`config.mk`:
```
export PLATFORM = sky130hd
export DESIGN_NAME = x86_instruction_encoder
export DESIGN_NICKNAME = d
export VERILOG_FILES = /design/src/hdl/xie_pkg.sv /design/src/hdl/xie_decode.sv /design/src/hdl/xie_assemble.sv /design/src/hdl/xie_pack.sv /design/src/hdl/x86_instruction_encoder.sv
export SDC_FILE = /design/constraint.sdc
export NUM_CORES = 1
export LEC_CHECK = 0
export ABC_AREA = 1
export BUFFER_PORTS_ARGS = -buffer_cell sky130_fd_sc_hd__clkbuf_2
export CORE_MARGIN = 4
export CORE_UTILIZATION = 42
export DETAILED_ROUTE_END_ITERATION = 10
export GPL_TIMING_DRIVEN = 0
export PLACE_DENSITY = 0.76
export REMOVE_ABC_BUFFERS = 1
export SYNTH_ARGS = -nofsm -noshare
export SYNTH_HDL_FRONTEND = slang
export SYNTH_SLANG_ARGS = --single-unit
```
`constraint.sdc`:
```
create_clock -name clock -period 3.9 [get_ports clock]
set_input_delay 0.78 -clock clock [delete_from_list [all_inputs] [get_ports clock]]
set_output_delay 0.78 -clock clock [all_outputs]
set_load 0.02 [all_outputs]
```
`src/hdl/xie_pkg.sv`:
```
// ----------------------------------------------------------------------------
// x86 instruction encoder package
// Operation and operand codes, encoding forms, byte constants and helpers.
// ----------------------------------------------------------------------------
`timescale 1ns / 1ps

package xie_pkg;

   localparam logic [4:0] OP_ADD   = 5'd0;
   localparam logic [4:0] OP_CMP   = 5'd1;
   localparam logic [4:0] OP_LEAVE = 5'd2;
   localparam logic [4:0] OP_MOV   = 5'd3;
   localparam logic [4:0] OP_POP   = 5'd4;
   localparam logic [4:0] OP_PUSH  = 5'd5;
   localparam logic [4:0] OP_RET   = 5'd6;
   localparam logic [4:0] OP_SUB   = 5'd7;
   localparam logic [4:0] OP_CALL  = 5'd8;
   localparam logic [4:0] OP_JE    = 5'd9;
   localparam logic [4:0] OP_JMP   = 5'd10;
   localparam logic [4:0] OP_SETE  = 5'd11;
   localparam logic [4:0] OP_SETNE = 5'd12;
   localparam logic [4:0] OP_SETL  = 5'd13;
   localparam logic [4:0] OP_SETG  = 5'd14;
   localparam logic [4:0] OP_SETLE = 5'd15;
   localparam logic [4:0] OP_SETGE = 5'd16;

   localparam logic [1:0] KIND_REG = 2'd0;
   localparam logic [1:0] KIND_IMM = 2'd1;
   localparam logic [1:0] KIND_MEM = 2'd2;
   localparam logic [1:0] KIND_OFF = 2'd3;

   localparam logic [1:0] MOD_DISP8 = 2'd1;
   localparam logic [1:0] MOD_REG   = 2'd3;

   localparam logic [7:0] BYTE_REX_W     = 8'h48;
   localparam logic [7:0] BYTE_REX       = 8'h40;
   localparam logic [7:0] BYTE_REX_B     = 8'h41;
   localparam logic [7:0] BYTE_ALU_IMM8  = 8'h83;
   localparam logic [7:0] BYTE_MOV_IMM   = 8'hb8;
   localparam logic [7:0] BYTE_MOV_LOAD  = 8'h8b;
   localparam logic [7:0] BYTE_MOV_STORE = 8'h89;
   localparam logic [7:0] BYTE_ADD_LOAD  = 8'h03;
   localparam logic [7:0] BYTE_SUB_LOAD  = 8'h2b;
   localparam logic [7:0] BYTE_CMP_LOAD  = 8'h3b;
   localparam logic [7:0] BYTE_ADD_STORE = 8'h01;
   localparam logic [7:0] BYTE_SUB_STORE = 8'h29;
   localparam logic [7:0] BYTE_CMP_STORE = 8'h39;
   localparam logic [7:0] BYTE_LEAVE     = 8'hc9;
   localparam logic [7:0] BYTE_RET       = 8'hc3;
   localparam logic [7:0] BYTE_POP       = 8'h58;
   localparam logic [7:0] BYTE_PUSH      = 8'h50;
   localparam logic [7:0] BYTE_CALL      = 8'he8;
   localparam logic [7:0] BYTE_JE        = 8'h74;
   localparam logic [7:0] BYTE_JMP       = 8'heb;
   localparam logic [7:0] BYTE_TWO_BYTE  = 8'h0f;

   localparam logic [2:0] EXT_ADD = 3'd0;
   localparam logic [2:0] EXT_SUB = 3'd5;
   localparam logic [2:0] EXT_CMP = 3'd7;

   typedef enum logic [3:0] {
      FORM_ALU_MEM,
      FORM_ALU_IMM,
      FORM_ALU_REG,
      FORM_LEAVE,
      FORM_MOV_LOAD,
      FORM_MOV_IMM,
      FORM_MOV_RR,
      FORM_MOV_STORE,
      FORM_PUSHPOP,
      FORM_RET,
      FORM_CALL,
      FORM_JCC,
      FORM_SETCC
   } form_type;

   typedef struct packed {
      logic [4:0]         op;
      logic [1:0]         first_kind;
      logic [3:0]         first_reg;
      logic signed [7:0]  first_disp;
      logic signed [31:0] first_value;
      logic [1:0]         second_kind;
      logic [3:0]         second_reg;
      logic signed [7:0]  second_disp;
      logic signed [31:0] second_value;
   } instr_type;

   // Result of the decode stage: the chosen form and the one data word it needs.
   typedef struct packed {
      logic        ok;
      form_type    form;
      logic [4:0]  op;
      logic [3:0]  r1;
      logic [3:0]  r2;
      logic [31:0] data;
   } dec_info_type;

   // Result of the assembly stage: an optional prefix byte ahead of the body.
   typedef struct packed {
      logic        ok;
      logic        has_prefix;
      logic [7:0]  prefix;
      logic [39:0] body;
      logic [2:0]  body_len;
   } asm_info_type;

   function automatic logic needs_sib(input logic [3:0] base);
      return base[2:0] == 3'd4;
   endfunction

   function automatic logic [7:0] modrm(input logic [1:0] mode, input logic [2:0] reg_field,
                                        input logic [2:0] rm);
      return {mode, reg_field, rm};
   endfunction

   function automatic logic [7:0] setcc_code(input logic [4:0] op);
      logic [7:0] code;
      case (op)
         OP_SETE:  code = 8'h94;
         OP_SETNE: code = 8'h95;
         OP_SETL:  code = 8'h9c;
         OP_SETG:  code = 8'h9f;
         OP_SETLE: code = 8'h9e;
         OP_SETGE: code = 8'h9d;
         default:  code = 8'h00;
      endcase
      return code;
   endfunction

endpackage

```
`src/hdl/xie_decode.sv`:
```
// ----------------------------------------------------------------------------
// Decode stage
// Checks the operand combination, picks the encoding form and its data word.
// ----------------------------------------------------------------------------
`timescale 1ns / 1ps

module xie_decode
   import xie_pkg::*;
(
   input  logic         clock,
   input  logic         reset,
   input  logic         up_valid,
   output logic         up_ready,
   input  instr_type    instr,
   output logic         down_valid,
   input  logic         down_ready,
   output dec_info_type info
);

   logic         valid_ff;
   logic         valid_in;
   dec_info_type info_ff;
   dec_info_type info_in;
   logic [32:0]  jrel;
   logic         jrange;

   assign up_ready   = !valid_ff || down_ready;
   assign valid_in   = up_valid;
   assign down_valid = valid_ff;
   assign info       = info_ff;

   always_comb begin
      info_in      = '0;
      info_in.form = FORM_RET;
      info_in.op   = instr.op;
      info_in.r1   = instr.first_reg;
      info_in.r2   = instr.second_reg;
      // Short branches store rel8; the offset must fit a signed byte after the -2.
      jrel   = {instr.first_value[31], instr.first_value} - 33'd2;
      jrange = (jrel[32:7] == '0) || (jrel[32:7] == '1);
      case (instr.op) inside
         OP_ADD, OP_SUB, OP_CMP: begin
            if (instr.first_kind == KIND_REG) begin
               case (instr.second_kind)
                  KIND_MEM: begin
                     info_in.form = FORM_ALU_MEM;
                     info_in.ok   = !needs_sib(instr.second_reg);
                     info_in.data = {24'h0, instr.second_disp};
                  end
                  KIND_IMM: begin
                     info_in.form = FORM_ALU_IMM;
                     info_in.ok   = !instr.second_value[7];
                     info_in.data = {24'h0, instr.second_value[7:0]};
                  end
                  KIND_REG: begin
                     info_in.form = FORM_ALU_REG;
                     info_in.ok   = 1'b1;
                  end
                  default: info_in.ok = 1'b0;
               endcase
            end
         end
         OP_LEAVE: begin
            info_in.form = FORM_LEAVE;
            info_in.ok   = 1'b1;
         end
         OP_MOV: begin
            if (instr.first_kind == KIND_MEM) begin
               info_in.form = FORM_MOV_STORE;
               info_in.ok   = (instr.second_kind == KIND_REG) && !needs_sib(instr.first_reg);
               info_in.data = {24'h0, instr.first_disp};
            end else if (instr.first_kind == KIND_REG) begin
               case (instr.second_kind)
                  KIND_MEM: begin
                     info_in.form = FORM_MOV_LOAD;
                     info_in.ok   = !needs_sib(instr.second_reg) &&
                                    (instr.second_disp != 8'sh80) &&
                                    (instr.second_disp != 8'sh7f);
                     info_in.data = {24'h0, instr.second_disp};
                  end
                  KIND_IMM: begin
                     info_in.form = FORM_MOV_IMM;
                     info_in.ok   = 1'b1;
                     info_in.data = instr.second_value;
                  end
                  KIND_REG: begin
                     info_in.form = FORM_MOV_RR;
                     info_in.ok   = 1'b1;
                  end
                  default: info_in.ok = 1'b0;
               endcase
            end
         end
         OP_POP, OP_PUSH: begin
            info_in.form = FORM_PUSHPOP;
            info_in.ok   = instr.first_kind == KIND_REG;
         end
         OP_RET: begin
            info_in.form = FORM_RET;
            info_in.ok   = 1'b1;
         end
         OP_CALL: begin
            info_in.form = FORM_CALL;
            info_in.ok   = instr.first_kind == KIND_OFF;
            info_in.data = $unsigned(instr.first_value) - 32'd5;
         end
         OP_JE, OP_JMP: begin
            info_in.form = FORM_JCC;
            info_in.ok   = (instr.first_kind == KIND_OFF) && jrange;
            info_in.data = {24'h0, jrel[7:0]};
         end
         [OP_SETE:OP_SETGE]: begin
            info_in.form = FORM_SETCC;
            info_in.ok   = instr.first_kind == KIND_REG;
         end
         default: info_in.ok = 1'b0;
      endcase
   end

   always_ff @(posedge clock) begin
      if (reset) begin
         valid_ff <= 1'b0;
      end else if (up_ready) begin
         valid_ff <= valid_in;
      end
   end

   always_ff @(posedge clock) begin
      if (up_ready) begin
         info_ff <= info_in;
      end
   end

endmodule

```
`src/hdl/xie_assemble.sv`:
```
// ----------------------------------------------------------------------------
// Assembly stage
// Builds the REX prefix, opcode, ModRM and trailing data bytes for each form.
// ----------------------------------------------------------------------------
`timescale 1ns / 1ps

module xie_assemble
   import xie_pkg::*;
(
   input  logic         clock,
   input  logic         reset,
   input  logic         up_valid,
   output logic         up_ready,
   input  dec_info_type dec,
   output logic         down_valid,
   input  logic         down_ready,
   output asm_info_type info
);

   logic         valid_ff;
   logic         valid_in;
   asm_info_type info_ff;
   asm_info_type info_in;
   logic [7:0]   rex_load;
   logic [7:0]   rex_store;
   logic [7:0]   alu_load_opc;
   logic [7:0]   alu_store_opc;
   logic [2:0]   alu_ext;

   assign up_ready   = !valid_ff || down_ready;
   assign valid_in   = up_valid;
   assign down_valid = valid_ff;
   assign info       = info_ff;

   // A load puts the first register in ModRM.reg; a store puts the second there.
   assign rex_load  = BYTE_REX_W | {5'b0, dec.r1[3], 1'b0, dec.r2[3]};
   assign rex_store = BYTE_REX_W | {5'b0, dec.r2[3], 1'b0, dec.r1[3]};

   always_comb begin
      case (dec.op)
         OP_SUB: begin
            alu_load_opc  = BYTE_SUB_LOAD;
            alu_store_opc = BYTE_SUB_STORE;
            alu_ext       = EXT_SUB;
         end
         OP_CMP: begin
            alu_load_opc  = BYTE_CMP_LOAD;
            alu_store_opc = BYTE_CMP_STORE;
            alu_ext       = EXT_CMP;
         end
         default: begin
            alu_load_opc  = BYTE_ADD_LOAD;
            alu_store_opc = BYTE_ADD_STORE;
            alu_ext       = EXT_ADD;
         end
      endcase
   end

   always_comb begin
      info_in    = '0;
      info_in.ok = dec.ok;
      case (dec.form)
         FORM_ALU_MEM: begin
            info_in.has_prefix = 1'b1;
            info_in.prefix     = rex_load;
            info_in.body       = {16'h0, dec.data[7:0],
                                  modrm(MOD_DISP8, dec.r1[2:0], dec.r2[2:0]), alu_load_opc};
            info_in.body_len   = 3'd3;
         end
         FORM_ALU_IMM: begin
            info_in.has_prefix = 1'b1;
            info_in.prefix     = BYTE_REX_W | {7'b0, dec.r1[3]};
            info_in.body       = {16'h0, dec.data[7:0],
                                  modrm(MOD_REG, alu_ext, dec.r1[2:0]), BYTE_ALU_IMM8};
            info_in.body_len   = 3'd3;
         end
         FORM_ALU_REG: begin
            info_in.has_prefix = 1'b1;
            info_in.prefix     = rex_store;
            info_in.body       = {24'h0, modrm(MOD_REG, dec.r2[2:0], dec.r1[2:0]),
                                  alu_store_opc};
            info_in.body_len   = 3'd2;
         end
         FORM_LEAVE: begin
            info_in.body     = {32'h0, BYTE_LEAVE};
            info_in.body_len = 3'd1;
         end
         FORM_MOV_LOAD: begin
            info_in.has_prefix = 1'b1;
            info_in.prefix     = rex_load;
            info_in.body       = {16'h0, dec.data[7:0],
                                  modrm(MOD_DISP8, dec.r1[2:0], dec.r2[2:0]), BYTE_MOV_LOAD};
            info_in.body_len   = 3'd3;
         end
         FORM_MOV_IMM: begin
            info_in.has_prefix = dec.r1[3];
            info_in.prefix     = BYTE_REX_B;
            info_in.body       = {dec.data, BYTE_MOV_IMM | {5'b0, dec.r1[2:0]}};
            info_in.body_len   = 3'd5;
         end
         FORM_MOV_RR: begin
            info_in.has_prefix = 1'b1;
            info_in.prefix     = rex_store;
            info_in.body       = {24'h0, modrm(MOD_REG, dec.r2[2:0], dec.r1[2:0]),
                                  BYTE_MOV_STORE};
            info_in.body_len   = 3'd2;
         end
         FORM_MOV_STORE: begin
            info_in.has_prefix = 1'b1;
            info_in.prefix     = rex_store;
            info_in.body       = {16'h0, dec.data[7:0],
                                  modrm(MOD_DISP8, dec.r2[2:0], dec.r1[2:0]), BYTE_MOV_STORE};
            info_in.body_len   = 3'd3;
         end
         FORM_PUSHPOP: begin
            info_in.has_prefix = dec.r1[3];
            info_in.prefix     = BYTE_REX_B;
            info_in.body       = {32'h0, ((dec.op == OP_POP) ? BYTE_POP : BYTE_PUSH) |
                                          {5'b0, dec.r1[2:0]}};
            info_in.body_len   = 3'd1;
         end
         FORM_RET: begin
            info_in.body     = {32'h0, BYTE_RET};
            info_in.body_len = 3'd1;
         end
         FORM_CALL: begin
            info_in.body     = {dec.data, BYTE_CALL};
            info_in.body_len = 3'd5;
         end
         FORM_JCC: begin
            info_in.body     = {24'h0, dec.data[7:0], (dec.op == OP_JE) ? BYTE_JE : BYTE_JMP};
            info_in.body_len = 3'd2;
         end
         FORM_SETCC: begin
            // Byte registers 4 to 7 need a plain REX to mean spl..dil rather than ah..bh.
            info_in.has_prefix = dec.r1[3] || dec.r1[2];
            info_in.prefix     = dec.r1[3] ? BYTE_REX_B : BYTE_REX;
            info_in.body       = {16'h0, modrm(MOD_REG, 3'd0, dec.r1[2:0]),
                                  setcc_code(dec.op), BYTE_TWO_BYTE};
            info_in.body_len   = 3'd3;
         end
         default: info_in.ok = 1'b0;
      endcase
   end

   always_ff @(posedge clock) begin
      if (reset) begin
         valid_ff <= 1'b0;
      end else if (up_ready) begin
         valid_ff <= valid_in;
      end
   end

   always_ff @(posedge clock) begin
      if (up_ready) begin
         info_ff <= info_in;
      end
   end

endmodule

```
`src/hdl/xie_pack.sv`:
```
// ----------------------------------------------------------------------------
// Output stage
// Places the prefix ahead of the body, forms length and status, and holds them.
// ----------------------------------------------------------------------------
`timescale 1ns / 1ps

module xie_pack
   import xie_pkg::*;
(
   input  logic         clock,
   input  logic         reset,
   input  logic         up_valid,
   output logic         up_ready,
   input  asm_info_type asm_info,
   output logic         rsp_valid,
   input  logic         rsp_ready,
   output logic [47:0]  rsp_code_bytes,
   output logic [2:0]   rsp_code_length,
   output logic         rsp_status
);

   logic        valid_ff;
   logic        valid_in;
   logic [47:0] bytes_ff;
   logic [47:0] bytes_in;
   logic [2:0]  length_ff;
   logic [2:0]  length_in;
   logic        status_ff;
   logic        status_in;

   assign up_ready = !valid_ff || rsp_ready;
   assign valid_in = up_valid;

   always_comb begin
      if (!asm_info.ok) begin
         bytes_in  = '0;
         length_in = 3'd0;
         status_in = 1'b1;
      end else if (asm_info.has_prefix) begin
         bytes_in  = {asm_info.body, asm_info.prefix};
         length_in = asm_info.body_len + 3'd1;
         status_in = 1'b0;
      end else begin
         bytes_in  = {8'h00, asm_info.body};
         length_in = asm_info.body_len;
         status_in = 1'b0;
      end
   end

   always_ff @(posedge clock) begin
      if (reset) begin
         valid_ff <= 1'b0;
      end else if (up_ready) begin
         valid_ff <= valid_in;
      end
   end

   always_ff @(posedge clock) begin
      if (up_ready) begin
         bytes_ff  <= bytes_in;
         length_ff <= length_in;
         status_ff <= status_in;
      end
   end

   assign rsp_valid       = valid_ff;
   assign rsp_code_bytes  = bytes_ff;
   assign rsp_code_length = length_ff;
   assign rsp_status      = status_ff;

endmodule

```
`src/hdl/x86_instruction_encoder.sv`:
```
// ----------------------------------------------------------------------------
// x86-64 instruction encoder
// Three-stage pipeline turning one instruction into its encoded bytes.
// ----------------------------------------------------------------------------
// An instruction enters on the req_ channel as an opcode and two operands.
// Each one gives exactly one transfer on the rsp_ channel: up to six bytes,
// first byte in bits 7:0, the byte count, and a status that is set, with
// bytes and count zero, for any unsupported combination or value.
// There are three register stages: a decode stage that checks operands and
// works out branch offsets, an assembly stage that builds prefix, opcode and
// ModRM bytes, and an output register. Throughput is one instruction per
// cycle while the receiver keeps rsp_ready high; the stages hold no state
// between instructions, so each one is independent of the last.
// When the receiver holds rsp_ready low the output register keeps its
// transfer. The ready path runs combinationally back through the stages:
// a stage with an empty slot keeps accepting, and req_ready falls in the same
// cycle once all three stages hold a transfer. Nothing is lost or repeated.
// Synchronous reset empties all three stages; rsp_valid is low after it.
// ----------------------------------------------------------------------------
`timescale 1ns / 1ps

module x86_instruction_encoder
   import xie_pkg::*;
(
   input  logic               clock,
   input  logic               reset,
   input  logic               req_valid,
   output logic               req_ready,
   input  logic [4:0]         req_type,
   input  logic [1:0]         req_first_kind,
   input  logic [3:0]         req_first_reg,
   input  logic signed [7:0]  req_first_disp,
   input  logic signed [31:0] req_first_value,
   input  logic [1:0]         req_second_kind,
   input  logic [3:0]         req_second_reg,
   input  logic signed [7:0]  req_second_disp,
   input  logic signed [31:0] req_second_value,
   output logic               rsp_valid,
   input  logic               rsp_ready,
   output logic [47:0]        rsp_code_bytes,
   output logic [2:0]         rsp_code_length,
   output logic               rsp_status
);

   instr_type    instr;
   dec_info_type dec_info;
   asm_info_type asm_info;
   logic         dec_valid;
   logic         asm_valid;
   logic         asm_ready;
   logic         pack_ready;

   assign instr.op           = req_type;
   assign instr.first_kind   = req_first_kind;
   assign instr.first_reg    = req_first_reg;
   assign instr.first_disp   = req_first_disp;
   assign instr.first_value  = req_first_value;
   assign instr.second_kind  = req_second_kind;
   assign instr.second_reg   = req_second_reg;
   assign instr.second_disp  = req_second_disp;
   assign instr.second_value = req_second_value;

   xie_decode u_decode (
      .clock      (clock),
      .reset      (reset),
      .up_valid   (req_valid),
      .up_ready   (req_ready),
      .instr      (instr),
      .down_valid (dec_valid),
      .down_ready (asm_ready),
      .info       (dec_info)
   );

   xie_assemble u_assemble (
      .clock      (clock),
      .reset      (reset),
      .up_valid   (dec_valid),
      .up_ready   (asm_ready),
      .dec        (dec_info),
      .down_valid (asm_valid),
      .down_ready (pack_ready),
      .info       (asm_info)
   );

   xie_pack u_pack (
      .clock           (clock),
      .reset           (reset),
      .up_valid        (asm_valid),
      .up_ready        (pack_ready),
      .asm_info        (asm_info),
      .rsp_valid       (rsp_valid),
      .rsp_ready       (rsp_ready),
      .rsp_code_bytes  (rsp_code_bytes),
      .rsp_code_length (rsp_code_length),
      .rsp_status      (rsp_status)
   );

endmodule

```
## Yosys cells after proc, flatten, opt, wreduce, memory -nomap -nowiden

Cells that the tools add are included.
W data, S select, Z words.

| cells by class | value |
|---|---|
| mux-type cells | 47 |
| equal/unequal tests | 41 |
| reduce and logical (&&, ||, !) cells | 30 |
| add/sub/neg operators | 3 |
| magnitude comparators | 2 |
| bitwise operators | 1 |

Operators with widths:

| cell | number |
|---|---|
| $pmux W43 S13 | 1 |
| $mux W32 | 9 |
| $pmux W32 S2 | 1 |
| $pmux W8 S6 | 1 |
| $eq A5 B4 Y1 const B | 9 |
| $pmux W9 S5 | 1 |
| $mux W40 | 1 |
| $sub A32 B3 Y33 const B | 1 |
| $mux W4 | 8 |
| $sub A32 B3 Y32 const B | 1 |
| $eq A5 B3 Y1 const B | 6 |
| $eq A26 B26 Y1 const B | 1 |
| $logic_not A26 Y1 | 1 |
| $pmux W4 S3 | 2 |
| $pmux W6 S2 | 2 |
| $eq A4 B4 Y1 const B | 5 |
| $eq A4 B3 Y1 const B | 4 |
| $mux W8 | 2 |
| $ne A8 B8 Y1 const B | 2 |
| $pmux W8 S2 | 1 |
| $mux W5 | 3 |
| $reduce_or A13 Y1 | 1 |
| $eq A5 B1 Y1 const B | 2 |
| $eq A5 B2 Y1 const B | 2 |
| other kinds (24) | 57 |

| word-level totals | value |
|---|---|
| bits of input ports | 101 |
| word-level logic and storage cells | 142 |
| output and inout port bits | 54 |
| register bits | 158 |

## Longest topological paths before layout

Gate-level depths: netlist of the first run.

| logic depth | value |
|---|---|
| depth in word-level cells | 11 |
| mapped depth | 17 |
| mapped depth without buffers | 17 |

## Modules after synthesis

From an unflattened synthesis of the first run, not the netlist that was laid out.

| second synthesis, totals | value |
|---|---|
| cells, all modules | 1220 |
| area total of the unflattened synthesis | 9678.0 um2 |

By module, submodules not included:

| module | instances | cells an instance | area each (um2) | seq. area each (um2) |
|---|---|---|---|---|
| xie_decode | 1 | 713 | 4638.2 | 1521.5 |
| xie_assemble | 1 | 285 | 2652.5 | 1491.4 |
| xie_pack | 1 | 222 | 2387.3 | 1581.5 |

## Least setup slack after synthesis of the first run

No wires, ideal clock.

| path | value |
|---|---|
| kind | input to output |
| start point | input rsp_ready |
| end point | output req_ready |
| arrival | 3353 ps |
| buffers on the path | 0 |
| required time | 3120 ps |
| stages | 4 |
| slack | -233 ps |
| path through | inv_1 nand2_1 nor2_1 nand2_1 |

| between the ends | value |
|---|---|
| cells in the longest elaborated chain, start to end | 3 |

Ends and longest elaborated chain:

| item | line | text |
|---|---|---|
| start: declaration | x86_instruction_encoder.sv:39 | `input logic rsp_ready,` |
| $logic_or A1 B1 Y1 | xie_pack.sv:31 | `assign up_ready = !valid_ff \|\| rsp_ready;` |
| via pack_ready | x86_instruction_encoder.sv:51 | `logic pack_ready;` |
| $logic_or A1 B1 Y1 | xie_assemble.sv:30 | `assign up_ready = !valid_ff \|\| down_ready;` |
| $logic_or A1 B1 Y1 | xie_decode.sv:27 | `assign up_ready = !valid_ff \|\| down_ready;` |
| end: declaration | x86_instruction_encoder.sv:28 | `output logic req_ready,` |

The timed path passes the listed nets, and every way through them passes these cells.

## Worst setup path in the final report of the first run

| path | value |
|---|---|
| start point | input req_type[4] |
| end point | register u_decode.info_ff (netlist bit u_decode.info[13]) (data pin) |

| between the ends | value |
|---|---|
| cells in the longest elaborated chain, start to end | 7 |
| elaborated cells on any way between the ends | 17 |
| those cells by class | eq/ne (8); mux (6); reduce/logical (3) |

Ends and longest elaborated chain:

| item | line | text |
|---|---|---|
| start: declaration | x86_instruction_encoder.sv:29 | `input logic [4:0] req_type,` |
| $eq A5 B4 Y1 (no line) | n/a |  |
| $mux W32 (5 in series) | xie_decode.sv:41 | `case (instr.op) inside` |
| $mux W32 * | xie_decode.sv:41 |  |
| end signal: assignment | xie_decode.sv:130 | `info_ff <= info_in;` |
| end: declaration | xie_decode.sv:22 | `dec_info_type info_ff;` |

Mark *: on every way between the ends. The rest lies on a longest branch, timed or not.
A chain may end at the register's enable or synchronous reset.

==> out/summary.txt, run 1 <==
Vias in the first global route - 7302
Post-Syn Area per Cell - 8.386 sq um
Router iterations before antenna repair - 7
Average wire per standard cell - 15.41 um
DRC violation count after routing - 0
Relative max-transition margin - 12.60%
Reg2Reg Setup Slack - 1250 ps
Capture instance of the worst register-to-register path - u_assemble.info[12]
Data arrival at the endpoint of the critical path - 3080 ps
Worst setup timing slack at the placement stage - 644.8 ps
Time the final worst path needs with I/O delays and setup - 2928 ps
Static Leakage - 0.004638 uW
Detailed router's first-iteration violation count - 604
Count of vias placed by the detailed router - 7854
Effective utilization at floorplan - 42.79%
Final Hold Violating Endpoints - 0
Final critical-path share of the clock period - 75.09%
Clock insertion delay at the later pin of the skew report - 410 ps
Crit path from - req_type[4]
Post-route setup TNS - 0 ps
Clock buffer count from CTS - 17
Wire length of the first global-routing pass - 37.14 mm
Worst path required time - 4050 ps
Max clock buf depth - 2
Count of inserted antenna diode cells - 0
Clock-pin slew on the worst setup and hold paths - 60 ps
Number of warning messages in the yosys log - 0
RSZ-0062 raised after global routing - no
CP bufs+invs - 3
Most frequent cells in the layout - sky130_fd_sc_hd__nand2_1, sky130_fd_sc_hd__inv_1, sky130_fd_sc_hd__clkbuf_2
Crit path kind - input pin to flop
Estimated wirelength of the detail-placed design - 18.72 mm
Post-synthesis instance area - 0.009024 sq mm
Cell area power density - 355.4 mW/mm^2
Top achievable clock speed - 341.5 MHz
CTS sink cnt - 154
Worst min-delay path class - flop to flop
Core Area - 0.02109 sq mm
Startpoint type of the worst setup path - input pin
# nets final - 1343
Layout-stage area growth over the synthesis result - 18.15%
Number of synthesized flops with an enable pin - 151
Cell with the largest stage delay on the worst path - sky130_fd_sc_hd__inv_1
Gate count after technology mapping - 1076
Cell Chain, Critical Path - clkbuf_2 > nor2_1 > inv_1 > nor2_1 > nand2_1 > inv_1 > o21ai_0 > o21ai_0
Worst flop-to-flop path startpoint - u_decode.info[45]
Termination of the worst setup path - u_decode.info[13]
Count of endpoints failing setup in the final report - 0
Main flop type after synthesis - sky130_fd_sc_hd__edfxtp_1
Number of buffers inserted to repair setup after CTS - 0
Run status - finished, final reports clean
Global route overflow - 0
Number of cells on the worst reg-to-reg path - 10
Number of cells after detailed placement - 1488
Number of cells in the finished layout apart from fillers - 1520
Count of maximum capacitance violations - 0
Critical Path Sink Type - flop
Die height - 154.6 um
Maximum VDD drop - 0.0003005 V
Routability congestion estimate - 0.9380
Post-route antenna net violation count - 0
Commonest non-fill, non-tap cell in the layout - sky130_fd_sc_hd__nand2_1
Top Ports - 155
Part of the Yosys area used for sequential elements - 50.92%
Number of distinct standard cells referenced by the synthesized netlist - 42
Die outline area - 0.02389 sq mm
Standard-cell row count - 53
Antenna violations before repair - 0
Share of synthesized registers carrying an async set or reset - 0%
Total of flip-flops plus latches after synthesis - 154
Resized cells post-CTS - 0
Category of cells accounting for the largest share of critical-path delay - buffers and inverters
Largest net degree at the start of global routing - 47
Largest incremental delay on the critical path - 820 ps
Post-route core utilization - 50.56%
Total count of max-transition violations in the final report - 0
Overall global routing resource usage - 19.52%
Final worst-path setup slack - 971.7 ps
Width of the die - 154.6 um
Fraction of final layout cells sized beyond drive strength 1 - 19.68%
CP Depth - 8
Filler Cells Inserted - 2013
Clock root buffer - sky130_fd_sc_hd__clkbuf_16
Wire length after detailed routing - 23.42 mm
Pin slew with the least headroom to its limit - 1308 ps
Number of buffers added on ports - 154
Number of hold-repair buffers added at the cts stage - 0
Worst Clk Skew - 12.94 ps
Critical path fanouts, max - 29
CTS tree - built
Final total power - 3789 uW
Number of H-tree levels - 4
Ratio of routed vias to standard cells - 5.167
[registers in the layout, indices dropped and copies added, names as in the netlist]
register,cells
u_decode.down_valid,1
u_pack.rsp_status,1
u_assemble.info,49
u_pack.rsp_valid,1
u_pack.rsp_code_bytes,48
u_assemble.down_valid,1
u_pack.rsp_code_length,3
u_decode.info,50
[routing by layer]
layer / vias up / wire [um] / GRT usage (%)
met5: - / 0 / 0
met4: 0 / 354 / 4.920
met3: 24 / 1656 / 3.246
met2: 312 / 11070 / 31.51
met1: 3596 / 10340 / 27.60
li1: 3922 / - / -
[how the worst min path moves through the flow]
stage          depth (start not counted)  slack (ps)                     to                start
4_1_cts                                2         460  u_assemble.down_valid  u_decode.down_valid
5_1_grt                                2         490  u_assemble.down_valid  u_decode.down_valid
3_5_place_dp                           2         450  u_assemble.down_valid  u_decode.down_valid
6_report                               2         460  u_assemble.down_valid  u_decode.down_valid
3_3_place_gp                           2         430  u_assemble.down_valid  u_decode.down_valid
2_1_floorplan                          2         420  u_assemble.down_valid  u_decode.down_valid
[metrics by stage]
stage                     hold slack [ps]  area [sq um]
after global routing                487.5         10660
after global placement              430.4         10050
after detailed placement            454.9         10130
after floorplan                     424.0          8934
after CTS                           464.3         10660
final                               463.0         10660
[report_power, final]
part | internal, uW | leakage (uW) | switching [uW]
Sequential | 1880 | 0.00182 | 33.5
Combinational | 136 | 0.00257 | 288
Clock | 815 | 0.000252 | 632
[worst register-to-register path, stage by stage, from the launching register on]
cell                       delay (ps)
sky130_fd_sc_hd__edfxtp_1         480
sky130_fd_sc_hd__inv_1            140
sky130_fd_sc_hd__nor2_1            70
sky130_fd_sc_hd__inv_1             90
sky130_fd_sc_hd__nor2_1            80
sky130_fd_sc_hd__nor2_2           540
sky130_fd_sc_hd__inv_2            230
sky130_fd_sc_hd__nor2_2           270
sky130_fd_sc_hd__inv_1            130
sky130_fd_sc_hd__a22oi_1          180
sky130_fd_sc_hd__o211ai_1         160
[cell type report]
type                            instances  area [sq um]  area share, %
Timing Repair Buffer                  158         845.8          7.933
Inverter                              196         735.7          6.901
Clock buffer                           19         432.9          4.061
Tap cell                              275         344.1          3.227
Sequential cell                       154          4594          43.09
Multi-Input combinational cell        705          3615          33.90
Clock inverter                         13         93.84         0.8802
[Yosys cell counts, drive strengths merged, types with 5 or more instances]
master / number / share of area [%]
a21oi: 27 / 1.5
a32o: 16 / 1.8
clkbuf: 17 / 0.71
edfxtp: 151 / 50
ha: 10 / 1.4
inv: 193 / 8.0
nand2: 227 / 9.9
nand3: 59 / 3.3
nand4: 26 / 1.8
nor2: 184 / 9.3
nor3: 6 / 0.51
o2111ai: 5 / 0.49
o211ai: 10 / 0.83
o21ai: 69 / 3.8
o22ai: 34 / 2.4
xor2: 8 / 0.86
[kinds of logic (layout without fill, tap and decap cells)]
group / after synthesis / in the layout / share of synthesized area [%]
flip-flops: 154 / 154 / 50.92
buffers and inverters: 217 / 386 / 9.151
adder cells (fa/ha/maj): 10 / 10 / 1.387
XOR/XNOR: 10 / 10 / 1.054
AND/OR/NAND/NOR: 505 / 505 / 24.99
AO/OA/AOI/OAI: 180 / 180 / 12.51
(Power assumes the default switching activity.)
==> run 2, diff against run 1 <==
--- a/config.mk
+++ b/config.mk
@@ -11,7 +11,7 @@
 export CORE_UTILIZATION = 42
 export DETAILED_ROUTE_END_ITERATION = 10
 export GPL_TIMING_DRIVEN = 0
-export PLACE_DENSITY = 0.76
+export PLACE_DENSITY = 0.74
 export REMOVE_ABC_BUFFERS = 1
 export SYNTH_ARGS = -nofsm -noshare
 export SYNTH_HDL_FRONTEND = slang
==> constraint.sdc (replaced) <==
create_clock -name clock -period 2.85 [get_ports clock]
set_input_delay 0.57 -clock clock [delete_from_list [all_inputs] [get_ports clock]]
set_output_delay 0.57 -clock clock [all_outputs]
set_load 0.02 [all_outputs]
==> run 2 against run 1 <==
  * Critical path depth stayed put
  * Flip-flop and latch count stayed put
  * Global-route usage is 0.40 points higher
  * Setup slack worse by 840 ps
  * Sequential share of layout area is 0.14 points lower
  * Critical endpoint unchanged
==> out/summary.txt, run 2 (same netlist as run 1, synthesis figures left out) <==
Run status - finished, final reports clean
Clock-pin slew on the worst setup and hold paths - 60 ps (about the same)
Vias in the first global route - 7315 (+0.18%)
Critical path fanouts, max - 29 (unchanged)
Effective utilization at floorplan - 42.79% (unchanged)
CTS sink cnt - 154 (unchanged)
Post-route antenna net violation count - 0 (unchanged)
Estimated wirelength of the detail-placed design - 19.05 mm (+1.8%)
RSZ-0062 raised after global routing - no
Top achievable clock speed - 368.3 MHz
Commonest non-fill, non-tap cell in the layout - sky130_fd_sc_hd__nand2_1
Count of vias placed by the detailed router - 7796 (-0.74%)
Clock root buffer - sky130_fd_sc_hd__clkbuf_16
Number of buffers added on ports - 154 (unchanged)
Worst min-delay path class - input pin to flop
Number of H-tree levels - 4 (unchanged)
Register cell area after layout - 0.004594 sq mm (unchanged)
Pin slew with the least headroom to its limit - 1020 ps (-287.9 ps)
Die height - 154.6 um (unchanged)
Startpoint type of the worst setup path - input pin
Ratio of routed vias to standard cells - 5.129 (-0.74%)
Largest net degree at the start of global routing - 48 (+2.1%)
Largest incremental delay on the critical path - 870 ps (+50 ps)
Hold path start - req_second_reg[3]
Post-route core utilization - 50.72% (+0.16 points)
Total count of max-transition violations in the final report - 0 (unchanged)
Standard-cell row count - 53 (unchanged)
Wire length of the first global-routing pass - 37.97 mm (+2.2%)
Router iterations before antenna repair - 7 (unchanged)
Cell area power density - 490.0 mW/mm^2 (+38%)
Time the final worst path needs with I/O delays and setup - 2715 ps
Number of hold-repair buffers added at the cts stage - 0 (unchanged)
Number of cells on the worst reg-to-reg path - 10 (unchanged)
Die outline area - 0.02389 sq mm (unchanged)
Final Hold Violating Endpoints - 0 (unchanged)
Wire length after detailed routing - 23.74 mm (+1.4%)
Resized cells post-CTS - 0 (unchanged)
Hold Path Sink - u_decode.info[35]
Number of cells in the finished layout apart from fillers - 1520 (unchanged)
CTS tree - built
Antenna violations before repair - 0 (unchanged)
Worst setup timing slack at the placement stage - -199.2 ps (-844.0 ps)
Routability congestion estimate - 0.9462 (+0.87%)
Most frequent cells in the layout - sky130_fd_sc_hd__nand2_1, sky130_fd_sc_hd__inv_1, sky130_fd_sc_hd__clkbuf_2
Critical Path Sink Type - flop
Core Area - 0.02109 sq mm (unchanged)
Reg2Reg Setup Slack - 200 ps (-1050 ps)
Clock insertion delay at the later pin of the skew report - 410 ps (about the same)
Width of the die - 154.6 um (unchanged)
Number of cells after detailed placement - 1488 (unchanged)
Count of endpoints failing setup in the final report - 0 (unchanged)
Overall global routing resource usage - 19.93% (+0.40 points)
Layout-stage area growth over the synthesis result - 18.53%
Top Ports - 155 (unchanged)
Count of inserted antenna diode cells - 0 (unchanged)
Clock buffer count from CTS - 17 (unchanged)
Cells on Worst Hold Path - 1 (-1)
Max clock buf depth - 2 (unchanged)
Fraction of final layout cells sized beyond drive strength 1 - 19.60% (-0.080 points)
Crit path kind - input pin to flop
Number of flip-flops under the largest register name - 50 (unchanged)
Footprint of the multi-input gates - 0.003615 sq mm (unchanged)
Final worst-path setup slack - 135.1 ps (-836.5 ps)
Average wire per standard cell - 15.62 um (+1.4%)
Maximum VDD drop - 0.0003329 V (+11%)
Worst Clk Skew - 12.97 ps (+0.02430 ps)
# nets final - 1344 (+0.074%)
Worst flop-to-flop path startpoint - u_decode.info[48]
Worst path required time - 3000 ps (-1050 ps)
Data arrival at the endpoint of the critical path - 2860 ps (-220 ps)
Static Leakage - 0.004663 uW (+0.53%)
DRC violation count after routing - 0 (unchanged)
Count of maximum capacitance violations - 0 (unchanged)
Detailed router's first-iteration violation count - 615 (+1.8%)
Cell Chain, Critical Path - clkbuf_2 > nor2_1 > inv_1 > nor2_1 > nand2_1 > inv_1 > o21ai_0 > o21ai_0
Capture instance of the worst register-to-register path - u_assemble.info[12]
Final critical-path share of the clock period - 95.26%
Relative max-transition margin - 31.93% (+19 points)
Global route overflow - 0 (unchanged)
Cell with the largest stage delay on the worst path - sky130_fd_sc_hd__inv_1
Filler Cells Inserted - 2046 (+1.6%)
Number of buffers inserted to repair setup after CTS - 0 (unchanged)
## run 2: changes by cell type in the layout (fill, tap and decap cells not counted), sizes merged
cell	before	now
clkinv	10	11
bufinv	0	1
inv	196	195
clkinvlp	3	1
buf	4	5
## run 2: cell type report
| class | instances | share of cell area [%] |
|---|---|---|
| clock buffer | 19 | 4.048 |
| clock inverter | 12 | 0.9359 |
| inverter | 196 | 6.879 |
| multi-input combinational | 705 | 33.80 |
| sequential | 154 | 42.96 |
| tap | 275 | 3.217 |
| timing repair buffer | 159 | 8.166 |
## run 2: critical path: cells and delay by family
kind / cells / cell delay [ps]
buffers and inverters: 3 / 1090
AO/OA/AOI/OAI: 2 / 660
AND/OR/NAND/NOR: 3 / 530
## run 2: layer usage
| metal | GRT usage [%] | vias up | wire length (um) |
|---|---|---|---|
| li1 | - | 3936 | - |
| met3 | 3.777 | 23 | 1503 |
| met5 | 0 | - | 0 |
| met1 | 27.76 | 3570 | 10680 |
| met2 | 32.53 | 267 | 11270 |
| met4 | 4.542 | 0 | 289 |
## run 2: through the flow
step	area [sq um]	hold slack (ps)	total power [uW]	TNS, ps
finish	10700	333.8	5241	0
global route	10700	308.6	5461	0
CTS	10670	311.5	5280	0
detailed placement	10130	446.5	3249	-387.6
global placement	10050	430.5	3238	-157590
floorplan	8934	424.0	2995	-59940
## run 2: power by group
part	internal [uW]	switching (uW)	leakage, uW	total, uW
clock network	1190	843	0.000262	2030
registers	2580	46.9	0.00182	2630
logic	188	394	0.00258	582
## run 2: worst max-delay path by stage
stage | start | end | slack [ps] | cells past startpoint
3_3_place_gp | rsp_ready | req_ready | -2030 | 6
3_5_place_dp | req_type[4] | u_decode.info[13] | -200 | 8
2_1_floorplan | rsp_ready | req_ready | -860 | 4
5_1_grt | u_decode.info[45] | u_assemble.info[12] | 1 | 10
6_report | req_type[4] | u_decode.info[13] | 140 | 8
4_1_cts | u_decode.info[48] | u_assemble.info[12] | 210 | 10
==> run 3, diff against run 2 <==
--- a/config.mk
+++ b/config.mk
@@ -12,7 +12,6 @@
 export DETAILED_ROUTE_END_ITERATION = 10
 export GPL_TIMING_DRIVEN = 0
 export PLACE_DENSITY = 0.74
-export REMOVE_ABC_BUFFERS = 1
 export SYNTH_ARGS = -nofsm -noshare
 export SYNTH_HDL_FRONTEND = slang
 export SYNTH_SLANG_ARGS = --single-unit
==> run 3 against run 2 <==
  * Clock skew down 4.2 ps
  * Sequential share of layout area fell by 0.25 points
  * Routed wire length up 5.1%
  * Die area is the same
  * Flip-flop and latch count is the same
  * Count of clock-buffer cells in the layout down 2
==> out/summary.txt, run 3 (same netlist as run 1, synthesis figures left out) <==
Width of the die - 154.6 um (unchanged)
Clock buffer count from CTS - 17 (unchanged)
Antenna violations before repair - 0 (unchanged)
Maximum VDD drop - 0.0004189 V (+26%)
Number of H-tree levels - 4 (unchanged)
Worst min-delay path class - input pin to flop
Cell area power density - 498.2 mW/mm^2 (+1.7%)
Average wire per standard cell - 16.24 um (+4.0%)
DRC violation count after routing - 0 (unchanged)
CTS sink cnt - 154 (unchanged)
Critical Path Sink Type - flop
Total count of max-transition violations in the final report - 0 (unchanged)
Die outline area - 0.02389 sq mm (unchanged)
Global route overflow - 0 (unchanged)
Static Leakage - 0.004665 uW (about the same)
Count of maximum capacitance violations - 0 (unchanged)
Synthesized Nets - 1187
Clock-pin slew on the worst setup and hold paths - 70 ps (about the same)
Core Area - 0.02109 sq mm (unchanged)
Router iterations before antenna repair - 5 (-2)
Effective utilization at floorplan - 42.79% (unchanged)
Max clock buf depth - 2 (unchanged)
Wire length after detailed routing - 24.96 mm (+5.1%)
Crit path kind - input pin to flop
Data arrival at the endpoint of the critical path - 2730 ps (-130 ps)
RSZ-0062 raised after global routing - no
Worst path required time - 3000 ps (about the same)
Most common cell on crit path - sky130_fd_sc_hd__inv_1
Ratio of routed vias to standard cells - 5.161 (+0.62%)
Cell with the largest stage delay on the worst path - sky130_fd_sc_hd__nor3_2
Run status - finished, final reports clean
Layout-stage area growth over the synthesis result - 19.22%
Clock root buffer - sky130_fd_sc_hd__clkbuf_16
Overall global routing resource usage - 20.78% (+0.86 points)
Final critical-path share of the clock period - 90.44% (-4.8 points)
Largest incremental delay on the critical path - 530 ps (-340 ps)
Estimated wirelength of the detail-placed design - 20.22 mm (+6.2%)
Worst-case hold slack - 323.0 ps (-10.80 ps)
Post-route antenna net violation count - 0 (unchanged)
Detailed router's first-iteration violation count - 737 (+20%)
Standard-cell row count - 53 (unchanged)
Worst Clk Skew - 8.788 ps (-4.181 ps)
Time the final worst path needs with I/O delays and setup - 2577 ps (-137.4 ps)
Commonest non-fill, non-tap cell in the layout - sky130_fd_sc_hd__nand2_1
Number of cells after detailed placement - 1506 (+1.2%)
# nets final - 1361 (+1.3%)
Number of flip-flops under the largest register name - 50 (unchanged)
Clock insertion delay at the later pin of the skew report - 420 ps (about the same)
Most frequent cells in the layout - sky130_fd_sc_hd__nand2_1, sky130_fd_sc_hd__inv_1, sky130_fd_sc_hd__clkbuf_2
Count of inserted antenna diode cells - 0 (unchanged)
Relative max-transition margin - 52.04% (+20 points)
Filler Cells Inserted - 2000 (-2.2%)
Routability congestion estimate - 0.9308 (-1.6%)
Startpoint type of the worst setup path - input pin
Final Cell Area - 0.01076 sq mm (+0.58%)
Number of buffers inserted to repair setup after CTS - 0 (unchanged)
CTS tree - built
Fraction of final layout cells sized beyond drive strength 1 - 19.73% (+0.13 points)
Wire length of the first global-routing pass - 39.45 mm (+3.9%)
Count of endpoints failing setup in the final report - 0 (unchanged)
Final worst-path setup slack - 272.6 ps (+137.4 ps)
Worst setup timing slack at the placement stage - -699.8 ps (-500.6 ps)
Critical path fanouts, max - 10 (-66%)
Number of buffers added on ports - 154 (unchanged)
Largest net degree at the start of global routing - 55 (+15%)
Top Ports - 155 (unchanged)
Pin slew with the least headroom to its limit - 713.9 ps (-306.0 ps)
Final Hold Violating Endpoints - 0 (unchanged)
Cell Chain, Critical Path - clkbuf_2 > inv_1 > ha_1 > clkbuf_1 > inv_1 > nor3_2 > buf_2 > nand2_1 > o21ai_0
Count of vias placed by the detailed router - 7932 (+1.7%)
Vias in the first global route - 7644 (+4.5%)
Placement Cell Area - 0.01016 sq mm (+0.28%)
Die height - 154.6 um (unchanged)
Top achievable clock speed - 388.0 MHz (+5.3%)
Number of cells in the finished layout apart from fillers - 1537 (+1.1%)
## run 3: cell types whose count changed in the layout (fill, tap and decap cells not counted), sizes merged
cell      change
inv           +4
clkbuf       +15
clkinvlp      +1
clkinv        -3
## run 3: layout make-up
class	count	area, sq um	share of cell area [%]
flip-flops and latches	154	4594	42.71
well taps	275	344.1	3.198
repair buffers	155	790.8	7.351
clock buffers	17	425.4	3.954
plain buffers	21	90.09	0.8374
multi-input cells	705	3638	33.82
inverters	196	735.7	6.839
clock inverters	14	138.9	1.291
## run 3: critical path: cells and delay by family
family          cells  cell delay (ps)
simple gates        2              610
fa+ha+maj           1              150
buf+inv             5             1180
compound gates      1              210
## run 3: power by group
part           switching [uW]  internal, uW
Clock                     923          1220
Combinational             409           190
Sequential               41.7          2580
Total                    1370          3990
## run 3: repair_timing
action / in CTS / in global routing
gates resized for setup: 4 / 1
endpoints found under the setup margin: 1 / 1
hold buffers: 0 / 0
## run 3: layer usage
| layer | global-route usage, % | wire length [um] | up-vias |
|---|---|---|---|
| met1 | 28.84 | 10860 | 3574 |
| li1 | - | - | 3972 |
| met3 | 3.162 | 1791 | 42 |
| met4 | 6.686 | 648 | 0 |
| met5 | 0 | 0 | - |
| met2 | 33.65 | 11660 | 344 |
## run 3: final timing paths
| path | startpoint | to | slack (ps) | depth (start not counted) |
|---|---|---|---|---|
| min reg2reg | u_assemble.down_valid | u_pack.rsp_valid | 510 | 2 |
| max reg2reg | u_decode.info[48] | u_assemble.info[12] | 490 | 10 |
| max | req_second_kind[1] | u_decode.info[13] | 270 | 9 |
| min | req_first_reg[3] | u_decode.info[39] | 320 | 1 |
## run 3: metrics by stage
stage	total power, uW	utilization [%]	setup TNS [ps]
6_report	5359	51.01	0
5_1_grt	5579	51.01	0
4_1_cts	5386	50.97	0
3_5_place_dp	3256	48.20	-12700
3_3_place_gp	3247	48.10	-33860
2_1_floorplan	3001	-	0
